==> src/design/call_site_target_cache_core_assert.svh <==
// Assertion macros for the call-site target cache RTL.
// Needs a clock named clk and an active-low reset named rst_n in scope.
`ifndef CALL_SITE_TARGET_CACHE_CORE_ASSERT_SVH
`define CALL_SITE_TARGET_CACHE_CORE_ASSERT_SVH

// Same-cycle implication, checked outside reset.
`define CSTC_ASSERT_NOW(lbl, ante, cons) \
  lbl: assert property (@(posedge clk) disable iff (!rst_n) (ante) |-> (cons)) \
    else $error("call_site_target_cache_core: same-cycle check failed");

// Next-cycle implication, checked outside reset.
`define CSTC_ASSERT_NEXT(lbl, ante, cons) \
  lbl: assert property (@(posedge clk) disable iff (!rst_n) (ante) |=> (cons)) \
    else $error("call_site_target_cache_core: next-cycle check failed");

`endif

==> src/design/cstc_pkg.sv <==
// Shared types and constants of the call-site target cache.
// No dependencies; imported by cstc_ctrl, cstc_datapath and the top level.
package cstc_pkg;

  localparam int ENTRIES = 256;
  localparam int IDX_W   = $clog2(ENTRIES);
  localparam int ADDR_W  = 48;
  localparam int SIZE_W  = 32;
  localparam int ACT_W   = 2;
  localparam int ENTRY_W = 3 * ADDR_W;

  typedef enum logic [ACT_W-1:0] {
    ACT_LOOKUP = 2'd0,
    ACT_UPDATE = 2'd1,
    ACT_INVAL  = 2'd2
  } action_t;

  // Commands from the controller to the datapath.
  typedef struct packed {
    logic lookup_go;
    logic update_go;
    logic inval_go;
    logic sweep;
  } cstc_cmd_t;

  // Status from the datapath to the controller.
  typedef struct packed {
    logic sweep_last;
  } cstc_sts_t;

endpackage

==> src/design/cstc_ctrl.sv <==
// Controller state machine of the call-site target cache.
// Depends on cstc_pkg and the assertion macro header.
`include "call_site_target_cache_core_assert.svh"

module cstc_ctrl (
  input  logic                            clk,
  input  logic                            rst_n,
  input  logic                            start,
  input  logic [cstc_pkg::ACT_W-1:0]      in_action,
  input  cstc_pkg::cstc_sts_t             sts,
  output cstc_pkg::cstc_cmd_t             cmd,
  output logic                            busy,
  output logic                            out_valid
);
  import cstc_pkg::*;

  typedef enum logic [1:0] {
    S_IDLE,
    S_CMP,
    S_SWEEP,
    S_DRAIN
  } state_t;

  state_t state_r, state_nxt;
  logic   busy_r;
  logic   out_valid_r;
  logic   accept;

  assign accept = start && !busy_r;

  always_comb begin
    cmd       = '0;
    state_nxt = state_r;
    case (state_r)
      S_IDLE: begin
        if (accept) begin
          case (action_t'(in_action))
            ACT_LOOKUP: begin
              cmd.lookup_go = 1'b1;
              state_nxt     = S_CMP;
            end
            ACT_UPDATE: cmd.update_go = 1'b1;
            ACT_INVAL: begin
              cmd.inval_go = 1'b1;
              state_nxt    = S_SWEEP;
            end
            default: ;
          endcase
        end
      end
      S_CMP: state_nxt = S_IDLE;
      S_SWEEP: begin
        cmd.sweep = 1'b1;
        if (sts.sweep_last) begin
          state_nxt = S_DRAIN;
        end
      end
      // The last slot read in the sweep is checked here.
      S_DRAIN: state_nxt = S_IDLE;
      default: state_nxt = S_IDLE;
    endcase
  end

  always_ff @(posedge clk) begin
    if (!rst_n) begin
      state_r     <= S_IDLE;
      busy_r      <= 1'b0;
      out_valid_r <= 1'b0;
    end else begin
      state_r     <= state_nxt;
      busy_r      <= (state_nxt != S_IDLE);
      out_valid_r <= (state_nxt == S_CMP);
    end
  end

  assign busy      = busy_r;
  assign out_valid = out_valid_r;

  `CSTC_ASSERT_NEXT(a_lookup_result, accept && (in_action == ACT_LOOKUP), out_valid)
  `CSTC_ASSERT_NEXT(a_update_no_stall, accept && (in_action == ACT_UPDATE), !busy && !out_valid)
  `CSTC_ASSERT_NEXT(a_inval_busy, accept && (in_action == ACT_INVAL), busy && !out_valid)
  `CSTC_ASSERT_NOW(a_strobe_busy, out_valid, busy && !cmd.sweep)

endmodule

==> config.mk <==
export PLATFORM = sky130hd
export DESIGN_NAME = cstc_ctrl
export DESIGN_NICKNAME = d
export VERILOG_FILES = /design/src/design/cstc_pkg.sv /design/src/design/cstc_ctrl.sv
export VERILOG_INCLUDE_DIRS = /design/src /design/src/design
export SDC_FILE = /design/constraint.sdc
export NUM_CORES = 1
export LEC_CHECK = 0
export BUFFER_PORTS_ARGS = -buffer_cell sky130_fd_sc_hd__buf_2
export CORE_AREA = 5 5 42 44
export DETAILED_ROUTE_END_ITERATION = 8
export DIE_AREA = 0 0 47 49
export SYNTH_ARGS = -nofsm -noshare
export SYNTH_HDL_FRONTEND = slang
export SYNTH_SLANG_ARGS = --single-unit
==> constraint.sdc <==
create_clock -name clk -period 1.06 [get_ports clk]
set_input_delay 0 -clock clk [delete_from_list [all_inputs] [get_ports clk]]
set_output_delay 0 -clock clk [all_outputs]
set_load 0.01 [all_outputs]
==> results of run 1 <==
-- worst max path at each step --
stage	from	to	slack [ps]	depth (start not counted)
2_1_floorplan	state_r[1]$_SDFF_PN0_	state_r[0]$_SDFF_PN0_	-70	2
3_3_place_gp	state_r[1]$_SDFF_PN0_	cmd[2]	-110	3
3_5_place_dp	state_r[1]$_SDFF_PN0_	cmd[2]	-120	3
4_1_cts	busy$_SDFF_PN0_	cmd[2]	-330	3
5_1_grt	busy$_SDFF_PN0_	cmd[2]	-410	3
6_report	busy$_SDFF_PN0_	cmd[2]	-320	3
-- registers in the layout (all words and copies together) (netlist names) --
register / flops
busy: 1
out_valid: 1
state_r: 2
-- stage by stage --
step | hold slack [ps] | power (uW) | TNS (ps) | setup slack (ps) | std cells
finish | 41.3 | 431 | -1190 | -316 | 53
global route | 33.1 | 469 | -1620 | -406 | 53
CTS | 25.3 | 444 | -1320 | -334 | 53
global placement | 273 | 238 | -347 | -114 | 48
floorplan | 50.7 | 202 | -190 | -67.7 | 19
detailed placement | 274 | 240 | -379 | -118 | 48
-- report_power, final --
group          internal [uW]  switching [uW]
sequential               160            5.52
clock                    126            54.3
combinational           46.0            39.5
total                    332            99.4
-- routing by layer --
layer / GRT usage, % / vias to the layer above / part of all wire (%)
met5: 0 / - / 0
met4: 4.15 / 0 / 2.9
met3: 4.43 / 2 / 9.7
met2: 7.47 / 12 / 45
met1: 6.15 / 105 / 42
li1: - / 110 / -
-- logic make-up (layout without fill, tap and decap cells) --
family / count (synthesis) / count (layout) / synth area share (%)
compound gates: 3 / 3 / 11.8
flops: 4 / 4 / 42.1
buf+inv: 1 / 19 / 1.97
simple gates: 11 / 11 / 44.1
-- what timing repair did --
item                                    CTS  global route
gates resized for setup                   4             0
endpoints found under the setup margin    6             7
pin swaps                                 4             0
setup buffers                             2             0
-- cell usage in the layout, fill, tap and decap left out, types with 2 or more instances in the layout --
cell and n:
buf_2 11, dfxtp_1 2, buf_4 3, dfxtp_2 2, clkbuf_4 3
-- worst max-delay path: cells and delay by family (launching register included) --
kind | cells | cell delay (ps)
buf+inv | 1 | 150
flops | 1 | 310
simple gates | 2 | 690
-- Yosys cell counts --
master,number
or4b_4,1
nor3_1,2
nor2_1,1
nor3b_1,1
inv_1,1
or3b_2,1
o31ai_2,1
nand2b_1,1
nand4bb_1,1
dfxtp_1,4
nand4b_1,1
nor4_1,1
nand3b_1,1
a21oi_1,2
-- final cells by class --
class | instances | area share [%]
clock buffer | 3 | 6.62
inverter | 1 | 1.10
multi-input combinational | 14 | 36.0
sequential | 4 | 24.3
tap | 16 | 5.88
timing repair buffer | 15 | 26.1
==> metrics, run 1 <==
status complete, but fails checks; failing checks setup timing; pwr dens 1270 mW/mm^2; I/O Buffers 11; Synth Instances 19; WHS Path Cells 2; global-route wire length before repair 876 um; fill count 164; Clock Sinks 4; Yosys warning count 0; die width around 47 um; startpoint class of the critical path flop; CTS root buf clkbuf_4; CTS tree done; CTS max path bufs 2; Final period util 130%; Synth area leaders dfxtp_1, or4b_4, o31ai_2, nand4bb_1, a21oi_1; GRT Util Overall 5.77%; Final nets 45; synthesized cell area 190 sq um; #FFs+latches synth 4; CP max FO 3; largest net degree at the start of global routing 8; die area 0.00230 sq mm; Die Ht 49 um; number of I/O pins 12; DRT iter0 DRCs 2; placed inst area 288 sq um; Area Overhead vs Synth 78.9%; antenna violations before repair 0; Detailed Route WL 559 um; reg2reg end state_r[0]$_SDFF_PN0_; final antenna-violating net count 0; max-cap violation count 0; number of H-tree levels 1; Worst EP required 1060 ps; HP Class in2reg; Residual DRC 0; syn_area_per_cell between 10 and 15 sq um; crit-path max cell delay 520 ps; flop2flop setup slack -200 ps; Final Skew between 0.4 and 0.5 ps; relative slew slack 84.8%; area fraction of the dominant cell type after synthesis 42.1%; Final Instance Area 340 sq um; count of hold-fix buffers inserted at cts 0; Sequential Area 82.6 sq um; GPL Wtd Cong 0.609; endpoint class of the critical path output pin; fin util 24.3%; row cnt 14; Ant. Diodes 0; final hold vios 0; worst skew pair latency 230 ps; Final setup viols 6; CP cell instances or4b_4, nor3b_2, buf_2; Worst VDD drop about 0.00055 V; DRT Pass-1 Iters 4; min cycle time layout 1380 ps; worst slew pin tran approximately 230 ps; slowest stage cell, crit path or4b_4; vias in the first global route around 220; worst hold endpoint out_valid$_SDFF_PN0_; CTS clk-pin slew, worst paths around 30 ps; Core ar. 0.00140 sq mm; Seq/Total Area, Yosys 42.1%; RR Startpoint busy$_SDFF_PN0_; HPWL Detailed 450 um; worst path arrival time 1380 ps; total number of vias about 230; Vias/cell 4.32; RSZ-0062 raised after global routing true; share of layout cells above drive strength 1 ~70%; LEAKAGE 0.000154 uW; largest area contributor in the netlist dfxtp_1; grt total ovfl 0; R2R cell count 3; HP Start in_action[0]; Final Max Tran Viols 0; CP Class reg2out; Max Freq ~0.73 GHz; Initial Util 13.6%; setup slack after layout -316 ps; CTS Buf Count 3; Multi-input gate area 123 sq um; mean routed wirelength per cell 10.5 um; post-synth cell types 14; synthesized net count 25
No activity file was read; power rests on OpenSTA's default activity.
==> run 2: changes to the inputs <==
--- a/config.mk
+++ b/config.mk
@@ -7,9 +7,13 @@
 export NUM_CORES = 1
 export LEC_CHECK = 0
 export BUFFER_PORTS_ARGS = -buffer_cell sky130_fd_sc_hd__buf_2
+export CELL_PAD_IN_SITES_DETAIL_PLACEMENT = 1
+export CELL_PAD_IN_SITES_GLOBAL_PLACEMENT = 1
 export CORE_AREA = 5 5 42 44
+export CTS_CLUSTER_SIZE = 28
 export DETAILED_ROUTE_END_ITERATION = 8
 export DIE_AREA = 0 0 47 49
+export PLACE_DENSITY_LB_ADDON = 0.1
 export SYNTH_ARGS = -nofsm -noshare
 export SYNTH_HDL_FRONTEND = slang
 export SYNTH_SLANG_ARGS = --single-unit
==> metrics, run 2 (synthesis gave the netlist of run 1 again) <==
worst slew pin tran 225 ps; most common cell after layout, fill and taps aside buf_2; total number of vias 225; largest net degree at the start of global routing 8; Largest register FFs 2; RSZ-0062 raised after global routing true; Die Ht a little under 50 um; GPL Wtd Cong approximately 0.70; Final Instance Area around 360 sq um; row cnt 14; Core ar. 0.00140 sq mm; share of layout cells above drive strength 1 between 70 and 80%; Initial Util 13.6%; setup_tns -1450 ps; Area Overhead vs Synth 88.2%; worst skew pair latency 230 ps; Final Max Tran Viols 0; fin util 25.5%; Clock Sinks 4; max-cap violation count 0; DRT Pass-1 Iters 2; LEAKAGE 0.000161 uW; CP bufs+invs 2; final hold vios 0; Detailed Route WL 600 um; slowest stage cell, crit path or4b_4; vias in the first global route 266; Max Freq 0.729 GHz; final antenna-violating net count 0; number of H-tree levels 1; Crit path max-delay family simple AND/OR/NAND/NOR gates; endpoint class of the critical path flop; DRT iter0 DRCs 1; Place WS -121 ps; antenna violations before repair 0; Worst VDD drop 0.000725 V; I/O Buffers 11; Residual DRC 0; CTS clk-pin slew, worst paths 30 ps; relative slew slack approximately 85%; Ant. Diodes 0; CTS max path bufs 2; min cycle time layout 1370 ps; Final Skew between 0.03 and 0.04 ps; crit-path max cell delay 530 ps; CP max FO 3; most frequent cells in the layout buf_2, clkbuf_4, buf_4; Vias/cell 4.17; die area 0.00230 sq mm; CTS Buf Count 3; GRT Util Overall roughly 6.7%; Final nets 46; fill count 175; number of I/O pins 12; Final period util 129%; status complete, but fails checks; Worst EP required 1210 ps; startpoint class of the critical path flop; worst path arrival time between 1500 and 2000 ps; CP cell instances or4b_4, buf_4, buf_6, o31ai_2; CTS tree done; die width between 40 and 50 um; Post-Layout Cell Count 54; placed instance count 48; CP Class reg2reg; Top reg by flops state_r; setup slack after layout -313 ps; count of hold-fix buffers inserted at cts 0; failing checks setup timing; HP Class in2reg; CTS root buf clkbuf_4; Final setup viols 6; mean routed wirelength per cell ~11 um; grt total ovfl 0; pwr dens roughly 1200 mW/mm^2; placed inst area 288 sq um; global-route wire length before repair 1050 um
run 2: changes by cell type in the layout (fill, tap and decap cells not counted):
cell,delta
buf_6,+1
inv_1,-1
inv_2,+1
nor4_1,-1
nor4_2,+1
run 2: report_power, final:
group          total, uW  switching [uW]  internal (uW)
clock                181            55.2            126
sequential           166            6.07            160
combinational       93.2            41.8           51.4
total                441             103            338
run 2: final timing paths:
check / cells past startpoint / to / slack [ps] / startpoint
worst min-delay path: 2 / out_valid$_SDFF_PN0_ / 40 / in_action[0]
worst min register to register: 3 / busy$_SDFF_PN0_ / 610 / state_r[1]$_SDFF_PN0_
worst max-delay path: 4 / state_r[0]$_SDFF_PN0_ / -310 / busy$_SDFF_PN0_
worst max register to register: 4 / state_r[0]$_SDFF_PN0_ / -310 / busy$_SDFF_PN0_
run 2: per-layer routing:
layer / global-route usage [%] / up-vias / wire length, um
li1: - / 111 / -
met1: 8.13 / 105 / 283
met2: 8.14 / 9 / 263
met3: 7.01 / 0 / 53
met4: 1.38 / 0 / 0
met5: 0 / - / 0
run 2: area by class of cell:
cell class              instances  area (sq um)  share of cell area (%)
clock buffers                   3          22.5                    6.29
inverters                       1          3.75                    1.05
multi-input cells              14           129                    36.0
flip-flops and latches          4          82.6                    23.1
well taps                      16          20.0                    5.59
repair buffers                 16           100                    28.0
run 2: what timing repair did:
action / CTS / global route
buffers inserted: 1 / 2
pin swaps: 3 / 1
setup endpoints to repair: 6 / 6
resized for setup: 3 / 4
run 2: through the flow:
step	power (uW)	hold slack, ps
2_1_floorplan	202	50.7
3_3_place_gp	240	285
3_5_place_dp	240	282
4_1_cts	440	34.2
5_1_grt	482	54.4
6_report	441	41.6
